--- config.mk ---
export PLATFORM = sky130hd
export DESIGN_NAME = mhnt_ctrl
export DESIGN_NICKNAME = d
export VERILOG_FILES = /design/src/hw/rtl/mhnt_pkg.sv /design/src/hw/rtl/mhnt_ctrl.sv
export SDC_FILE = /design/constraint.sdc
export NUM_CORES = 1
export LEC_CHECK = 0
export BUFFER_PORTS_ARGS = -buffer_cell sky130_fd_sc_hd__clkbuf_2
export CORE_AREA = 3 3 40 42
export CTS_CLUSTER_SIZE = 10
export DETAILED_ROUTE_END_ITERATION = 7
export DIE_AREA = 0 0 43 45
export HOLD_SLACK_MARGIN = 0.08
export SKIP_LAST_GASP = 1
export SYNTH_ARGS = -nofsm -noshare
export SYNTH_HDL_FRONTEND = slang
export SYNTH_SLANG_ARGS = --single-unit
export TNS_END_PERCENT = 30
--- constraint.sdc ---
create_clock -name clk -period 2.4 [get_ports clk]
set_input_delay 0.48 -clock clk [delete_from_list [all_inputs] [get_ports clk]]
set_output_delay 0.48 -clock clk [all_outputs]
set_load 0.1 [all_outputs]
--- src/hw/rtl/mhnt_pkg.sv ---
// mhnt_pkg: shared constants, types and controller/datapath interface structs
// for the held-note tracker. no dependencies.

package mhnt_pkg;

  localparam int CHANNELS = 16;
  localparam int KEYS     = 128;
  localparam int SLOTS    = CHANNELS * KEYS;
  localparam int SLOT_W   = (SLOTS > 1) ? $clog2(SLOTS) : 1;
  localparam int CNT_W    = 8;
  localparam int TOT_W    = 19;

  localparam logic [7:0] COUNT_MAX = 8'd255;
  localparam logic [7:0] KIND_ON   = 8'h90;
  localparam logic [7:0] KIND_OFF  = 8'h80;
  localparam logic [7:0] KIND_MASK = 8'hf0;

  localparam logic REQ_RECORD = 1'b0;
  localparam logic REQ_SELECT = 1'b1;

  typedef logic [SLOT_W-1:0] slot_t;
  typedef logic [CNT_W-1:0]  cnt_t;
  typedef logic [TOT_W-1:0]  total_t;
  typedef logic [TOT_W:0]    cum_t;
  typedef logic [3:0]        chan_t;
  typedef logic [6:0]        key_t;

  // controller to datapath
  typedef struct packed {
    logic ld_in;
    logic clr_wr;
    logic rec_rd;
    logic rec_wr;
    logic scan_start;
    logic scan_step;
    logic res_miss;
    logic res_hit;
  } cmd_t;

  // datapath to controller
  typedef struct packed {
    logic clr_last;
    logic is_sel;
    logic rank_miss;
    logic hit;
  } sts_t;

endpackage

--- src/hw/rtl/mhnt_ctrl.sv ---
// mhnt_ctrl: sequencer for clearing pass, record and select requests, and
// the result word's valid flag. depends on mhnt_pkg.

module mhnt_ctrl (
  input  logic               clk,
  input  logic               rst_n,
  input  logic               in_valid,
  output logic               in_ready,
  output logic               out_valid,
  input  logic               out_ready,
  input  mhnt_pkg::sts_t     sts,
  output mhnt_pkg::cmd_t     cmd
);

  typedef enum logic [2:0] {
    S_CLEAR,
    S_IDLE,
    S_DECODE,
    S_REC_WB,
    S_SEL_MISS,
    S_SCAN
  } state_t;

  state_t state_r, state_nxt;
  logic   out_valid_r, out_valid_nxt;
  logic   out_free;
  logic   load;

  assign out_free = !out_valid_r || out_ready;

  always_comb begin
    cmd       = '0;
    state_nxt = state_r;
    load      = 1'b0;
    case (state_r)
      S_CLEAR: begin
        cmd.clr_wr = 1'b1;
        if (sts.clr_last) begin
          state_nxt = S_IDLE;
        end
      end
      S_IDLE: begin
        if (in_valid) begin
          cmd.ld_in = 1'b1;
          state_nxt = S_DECODE;
        end
      end
      S_DECODE: begin
        if (sts.is_sel) begin
          if (sts.rank_miss) begin
            state_nxt = S_SEL_MISS;
          end else begin
            cmd.scan_start = 1'b1;
            state_nxt      = S_SCAN;
          end
        end else begin
          cmd.rec_rd = 1'b1;
          state_nxt  = S_REC_WB;
        end
      end
      S_REC_WB: begin
        if (out_free) begin
          cmd.rec_wr = 1'b1;
          load       = 1'b1;
          state_nxt  = S_IDLE;
        end
      end
      S_SEL_MISS: begin
        if (out_free) begin
          cmd.res_miss = 1'b1;
          load         = 1'b1;
          state_nxt    = S_IDLE;
        end
      end
      S_SCAN: begin
        if (sts.hit) begin
          if (out_free) begin
            cmd.res_hit = 1'b1;
            load        = 1'b1;
            state_nxt   = S_IDLE;
          end
        end else begin
          cmd.scan_step = 1'b1;
        end
      end
      default: begin
        state_nxt = S_IDLE;
      end
    endcase
  end

  always_comb begin
    if (load) begin
      out_valid_nxt = 1'b1;
    end else if (out_ready) begin
      out_valid_nxt = 1'b0;
    end else begin
      out_valid_nxt = out_valid_r;
    end
  end

  always_ff @(posedge clk) begin
    if (!rst_n) begin
      state_r     <= S_CLEAR;
      out_valid_r <= 1'b0;
    end else begin
      state_r     <= state_nxt;
      out_valid_r <= out_valid_nxt;
    end
  end

  assign in_ready  = (state_r == S_IDLE);
  assign out_valid = out_valid_r;

endmodule

==> run summary, run 1 <==
=====================================================================================
FILL cells                                                                        148
Port Buffers                                                                       17
Largest area contributor in the netlist                                  sky130_fd_sc_hd__dfxtp_1
Avg Inst Size Synth                                                          7.46 µm²
Power density cells                                                        844 mW/mm²
CTS H-tree depth                                                                    1
Gate count of the mapped netlist                                                   49
Class of the tightest hold or removal check                                 in -> reg
Syn_nets                                                                           57
Ordered list of cells on the worst path                                  nor2b_1 > nand2_1 > nor2_1 > clkbuf_2
Post-cts sizing count                                                               0
Number of maximum-capacitance constraint violations                                 0
Initial Util                                                                    0.284
Final min period                                                              2230 ps
Cell chosen for the clock root                                           sky130_fd_sc_hd__clkbuf_4
Crit path setup slack, layout                                                  174 ps
Portion of synthesized cell area occupied by the leading cell type              0.219
Post-detailed-placement half-perimeter wirelength                              757 µm
Required time of the critical path                                            1920 ps
Fraction of layout instances using a drive strength above 1                     0.424
Final nets                                                                         76
CP startpoint kind                                                          flip-flop
Post-layout power                                                            0.438 mW
Largest vdd supply drop                                                      0.308 mV
Total Die Area                                                            0.00194 mm²
Post-cts hold buffer count                                                          0
Reg-to-reg setup timing slack                                                  740 ps
Final max-slew violation count                                                      0
Area share of fa/ha/maj cells after synthesis                                       0
Warning count from the yosys run                                                    0
Most frequent standard cell in the layout excluding fill and tap cells   sky130_fd_sc_hd__clkbuf_2
Fmax                                                                        0.449 GHz
Endpoint kind of the worst setup timing path                             primary output
Leading cell types in the layout, fill and taps excluded                 17 x sky130_fd_sc_hd__clkbuf_2, 6 x sky130_fd_sc_hd__nand2b_1, 4 x sky130_fd_sc_hd__a21oi_1, 4 x sky130_fd_sc_hd__dfxtp_1
Num CTS Buffers                                                                     3
Clk Latency, worst-skew pair                                                   230 ps
Final setup violation count                                                         0
Global-route wire length before repair                                        1600 µm
Critical path class                                                        reg -> out
CTS tree                                                                        built
Routed via count divided by cell count                                           5.09
Register area share after synthesis                                             0.219
Xor/xnor cell area share of the yosys netlist                                       0
Residual overflow from global routing                                               0
Area fraction in compound gates after synthesis                                 0.277
Synth area leaders                                                       sky130_fd_sc_hd__dfxtp_1 22%, sky130_fd_sc_hd__nand2b_1 10%, sky130_fd_sc_hd__a21oi_1 5.5%
Horizontal extent of the die                                                    43 µm
Arrival time at the worst endpoint                                            1750 ps
Pin count of the biggest net entering global routing                               17
Number of nets with antenna violations after routing                                0
Unrepaired setup endpoints after global routing                                    no
Number of iterations in the first detailed-routing pass                             2
Setup Skew                                                                    1.41 ps
Post-CTS Setup Repair Bufs                                                          0
Worst hold margin                                                              507 ps
Final Hold Fails                                                                    0
Max Buffers Root-to-Sink                                                            2
Routed Wire Length                                                             937 µm
Max transition margin                                                           0.618
CP max stage cell                                                        sky130_fd_sc_hd__dfxtp_1
# clock sinks                                                                       4
Clock slew seen by the registers of the worst setup and hold paths              40 ps
WL/cell                                                                       11.6 µm
Final core utilization                                                          0.404
Largest family of logic cells by synthesized area                        simple AND/OR/NAND/NOR gates
Worst slack after detailed placement                                           419 ps
Final antenna diode count                                                           0
CP max stage delay                                                             590 ps
Post-route DRC violation count                                                      0
Number of antenna violations at the first check in global routing                   0
Proportion of synthesized area in mux cells                                    0.0411
Result of the run                                                        complete, no violations
CP bufs+invs                                                                        1
Distinct cell type count after synthesis                                           27
Boundary pin count                                                                 18
Row count                                                                          13
Y dimension of the die                                                          45 µm
Synthesis-stage register bit count                                                  4
Maximum net fanout on the critical path                                            13
Starting DRC count in detailed routing                                              2
Routed via count                                                                  412
Post-synthesis simple-gate area fraction                                        0.421
Vias in the first global route                                                    380
GP Congestion                                                                   0.820
Family of cells with the greatest summed delay on the critical path        flip-flops
Total Routing Usage GR                                                          0.108
Slew at the pin with the worst max-slew slack                                  572 ps
Core Box Area                                                             0.00128 mm²
Area growth syn-to-layout                                                       42.1%
Total standard cell area after synthesis                                      365 µm²
Summed negative setup slack over all endpoints                                   0 ps
Static power due to leakage                                                  0.223 nW
Final period utilization                                                        0.928
=====================================================================================
-- cells in the mapped netlist --
master and number:
sky130_fd_sc_hd__dfxtp_1 4, sky130_fd_sc_hd__nand4b_1 1, sky130_fd_sc_hd__nor4b_1 1, sky130_fd_sc_hd__nor2b_1 3
sky130_fd_sc_hd__o21ba_2 1, sky130_fd_sc_hd__and2_1 2, sky130_fd_sc_hd__inv_1 1, sky130_fd_sc_hd__or2_2 1
sky130_fd_sc_hd__mux2_4 1, sky130_fd_sc_hd__nor3_1 3, sky130_fd_sc_hd__a311oi_1 1, sky130_fd_sc_hd__nor3b_1 1
sky130_fd_sc_hd__clkbuf_1 3, sky130_fd_sc_hd__o21ai_0 1, sky130_fd_sc_hd__o41a_1 1, sky130_fd_sc_hd__nand3b_1 1
sky130_fd_sc_hd__nand2_1 2, sky130_fd_sc_hd__o21a_1 1, sky130_fd_sc_hd__a211oi_1 1, sky130_fd_sc_hd__o221ai_1 1
sky130_fd_sc_hd__o21bai_1 1, sky130_fd_sc_hd__a31oi_1 1, sky130_fd_sc_hd__a211o_1 1, sky130_fd_sc_hd__nand2b_1 6
sky130_fd_sc_hd__a21oi_1 4, sky130_fd_sc_hd__nor2_1 4, sky130_fd_sc_hd__and3b_1 1
-- logic make-up (layout without fill, tap and decap cells) --
family | after synthesis | after routing
DFF | 4 | 4
and+or+nand+nor | 26 | 26
muxes | 1 | 1
buffers and inverters | 4 | 21
AOI/OAI and AO/OA | 14 | 14
-- final cells by class --
type,count,area (µm²),area share
Multi-Input combinational cell,41,309,0.595
Tap cell,15,18.8,0.0361
Inverter,1,3.75,0.00723
Clock buffer,3,22.5,0.0434
Timing Repair Buffer,17,85.1,0.164
Sequential cell,4,80.1,0.154
-- worst paths after layout --
| kind | to | start | cells past startpoint |
|---|---|---|---|
| worst max-delay path | cmd[0] | state_r[0]$_SDFFE_PN0P_ | 4 |
| worst min-delay path | state_r[2]$_SDFFE_PN0P_ | rst_n | 2 |
| worst max register to register | state_r[0]$_SDFFE_PN0P_ | state_r[2]$_SDFFE_PN0P_ | 3 |
| worst min register to register | out_valid$_SDFFE_PN0P_ | out_valid$_SDFFE_PN0P_ | 2 |
-- per-layer routing --
layer | part of all wire | global-route usage
met1 | 0.47 | 0.136
met2 | 0.46 | 0.174
met3 | 0.069 | 0.0359
met4 | 0 | 0.0361
met5 | 0 | 0
-- stage by stage --
stage,area (µm²),std cells
6_report,519,81
4_1_cts,519,81
3_5_place_dp,497,78
5_1_grt,519,81
3_3_place_gp,497,78
2_1_floorplan,404,49
-- where the power goes --
group	internal (mW)	leakage, nW	switching [mW]	total (mW)
Combinational	0.0617	0.176	0.186	0.248
Sequential	0.0770	0.0329	0.0317	0.109
Clock	0.0558	0.0138	0.0257	0.0815
Total	0.195	0.223	0.244	0.438
-- worst reg2reg max path: stages (launching register included) --
cell and delay (ps):
sky130_fd_sc_hd__dfxtp_1 670, sky130_fd_sc_hd__mux2_4 360, sky130_fd_sc_hd__a211o_1 320, sky130_fd_sc_hd__a311oi_1 220
-- flip-flops by register name (all words and copies together), names as in the netlist --
signal / flops
out_valid: 1
state_r: 3
No activity file was read; power rests on OpenSTA's default activity.
==> inputs of run 2 (changes only) <==
==> constraint.sdc (replaced) <==
create_clock -name clk -period 2.4 [get_ports clk]
set_input_delay 0 -clock clk [delete_from_list [all_inputs] [get_ports clk]]
set_output_delay 0 -clock clk [all_outputs]
set_load 0.1 [all_outputs]
==> run summary, run 2 (synthesis results as in run 1) <==
=====================================================================================
Y dimension of the die                                                          45 µm
Fmax                                                                        0.592 GHz
Number of iterations in the first detailed-routing pass                             2
Area used by multi-input combinational logic                                  282 µm²
Final standard cell area without fillers                                      502 µm²
Result of the run                                                        complete, no violations
Filler-free cell count of the finished design                                      82
Final core utilization                                                          0.390
Unrepaired setup endpoints after global routing                                    no
Most frequent standard cell in the layout excluding fill and tap cells   sky130_fd_sc_hd__clkbuf_2
Core Box Area                                                             0.00128 mm²
Final min period                                                              1690 ps
Pin count of the biggest net entering global routing                               17
Boundary pin count                                                                 18
Slew at the pin with the worst max-slew slack                                  541 ps
Routed via count                                                                  430
# clock sinks                                                                       4
CP startpoint kind                                                          flip-flop
Post-cts sizing count                                                               0
FILL cells                                                                        142
Max Buffers Root-to-Sink                                                            2
Total placed instance area                                                    469 µm²
Max transition margin                                                           0.641
Total Die Area                                                            0.00194 mm²
Global-route wire length before repair                                        1520 µm
Routed Wire Length                                                             955 µm
GP Congestion                                                                   0.709
Residual overflow from global routing                                               0
Footprint of the flip-flops and latches                                      80.1 µm²
Endpoint kind of the worst setup timing path                             primary output
Fraction of layout instances using a drive strength above 1                     0.373
Clk Latency, worst-skew pair                                                   230 ps
Leading cell types in the layout, fill and taps excluded                 17 x sky130_fd_sc_hd__clkbuf_2, 6 x sky130_fd_sc_hd__nand2b_1, 4 x sky130_fd_sc_hd__nor2_1, 4 x sky130_fd_sc_hd__a21oi_1, 4 x sky130_fd_sc_hd__dfxtp_1
Final period utilization                                                        0.704
Final Hold Fails                                                                    0
Num CTS Buffers                                                                     3
WL/cell                                                                       11.6 µm
Setup Skew                                                                   0.429 ps
Initial Util                                                                    0.284
Horizontal extent of the die                                                    43 µm
Starting DRC count in detailed routing                                              3
Arrival time at the worst endpoint                                            1690 ps
Total Routing Usage GR                                                          0.105
Cell chosen for the clock root                                           sky130_fd_sc_hd__clkbuf_4
Vias in the first global route                                                    358
Post-detailed-placement half-perimeter wirelength                              764 µm
Final antenna diode count                                                           0
Number of antenna violations at the first check in global routing                   0
Row count                                                                          13
Maximum net fanout on the critical path                                            13
Largest Register                                                              state_r
Critical path class                                                        reg -> out
Area growth syn-to-layout                                                       37.3%
Cell count after placement                                                         78
Summed negative setup slack over all endpoints                                   0 ps
Post-cts hold buffer count                                                          1
Final max-slew violation count                                                      0
CTS tree                                                                        built
Post-route DRC violation count                                                      0
Required time of the critical path                                            2400 ps
Post-CTS Setup Repair Bufs                                                          0
Ordered list of cells on the worst path                                  nor2b_1 > nand2_1 > nor2_1 > clkbuf_2
Static power due to leakage                                                  0.219 nW
Final setup violation count                                                         0
CTS H-tree depth                                                                    1
CP max stage cell                                                        sky130_fd_sc_hd__dfxtp_1
Power density cells                                                        856 mW/mm²
Number of maximum-capacitance constraint violations                                 0
Port Buffers                                                                       17
Largest vdd supply drop                                                      0.228 mV
Class of the tightest hold or removal check                                 in -> reg
Number of nets with antenna violations after routing                                0
Clock slew seen by the registers of the worst setup and hold paths              40 ps
CP max stage delay                                                             560 ps
Routed via count divided by cell count                                           5.24
Final nets                                                                         77
Max reg flops                                                                       3
=====================================================================================
## run 2: worst paths after layout
kind                            from                 endpoint  slack (ps)  cells past startpoint
max          state_r[0]$_SDFFE_PN0P_                   cmd[0]         710                      4
max reg2reg  state_r[2]$_SDFFE_PN0P_  state_r[0]$_SDFFE_PN0P_         860                      3
min                        out_ready   out_valid$_SDFFE_PN0P_         200                      3
min reg2reg   out_valid$_SDFFE_PN0P_   out_valid$_SDFFE_PN0P_         630                      2
## run 2: report_power, final
part / leakage [nW] / switching, mW / total [mW] / internal, mW
Clock: 0.0138 / 0.0247 / 0.0804 / 0.0557
Sequential: 0.0329 / 0.0292 / 0.106 / 0.0770
Combinational: 0.172 / 0.184 / 0.243 / 0.0587
Total: 0.219 / 0.238 / 0.429 / 0.191
## run 2: area by class of cell
type / instances / share of cell area
clock buffer: 3 / 0.0449
inverter: 1 / 0.00748
multi-input combinational: 41 / 0.561
sequential: 4 / 0.160
tap: 15 / 0.0374
timing repair buffer: 18 / 0.190
## run 2: routing by layer
layer	part of all wire	track usage	up-vias
li1	-	-	214
met1	0.44	0.123	206
met2	0.49	0.168	10
met3	0.063	0.0279	0
met4	0	0.0723	0
met5	0	0	-
## run 2: stage by stage
stage	power (mW)	hold WS, ps	setup slack, ps
2_1_floorplan	0.310	118	-388
3_5_place_dp	0.349	251	865
3_3_place_gp	0.347	248	888
5_1_grt	0.454	238	547
6_report	0.429	204	712
4_1_cts	0.436	186	689
## run 2: critical path, delay by kind of cell (launching register included)
family	cells	cell delay, ps
flip-flops	1	560
buffers and inverters	1	460
AND/OR/NAND/NOR	3	430
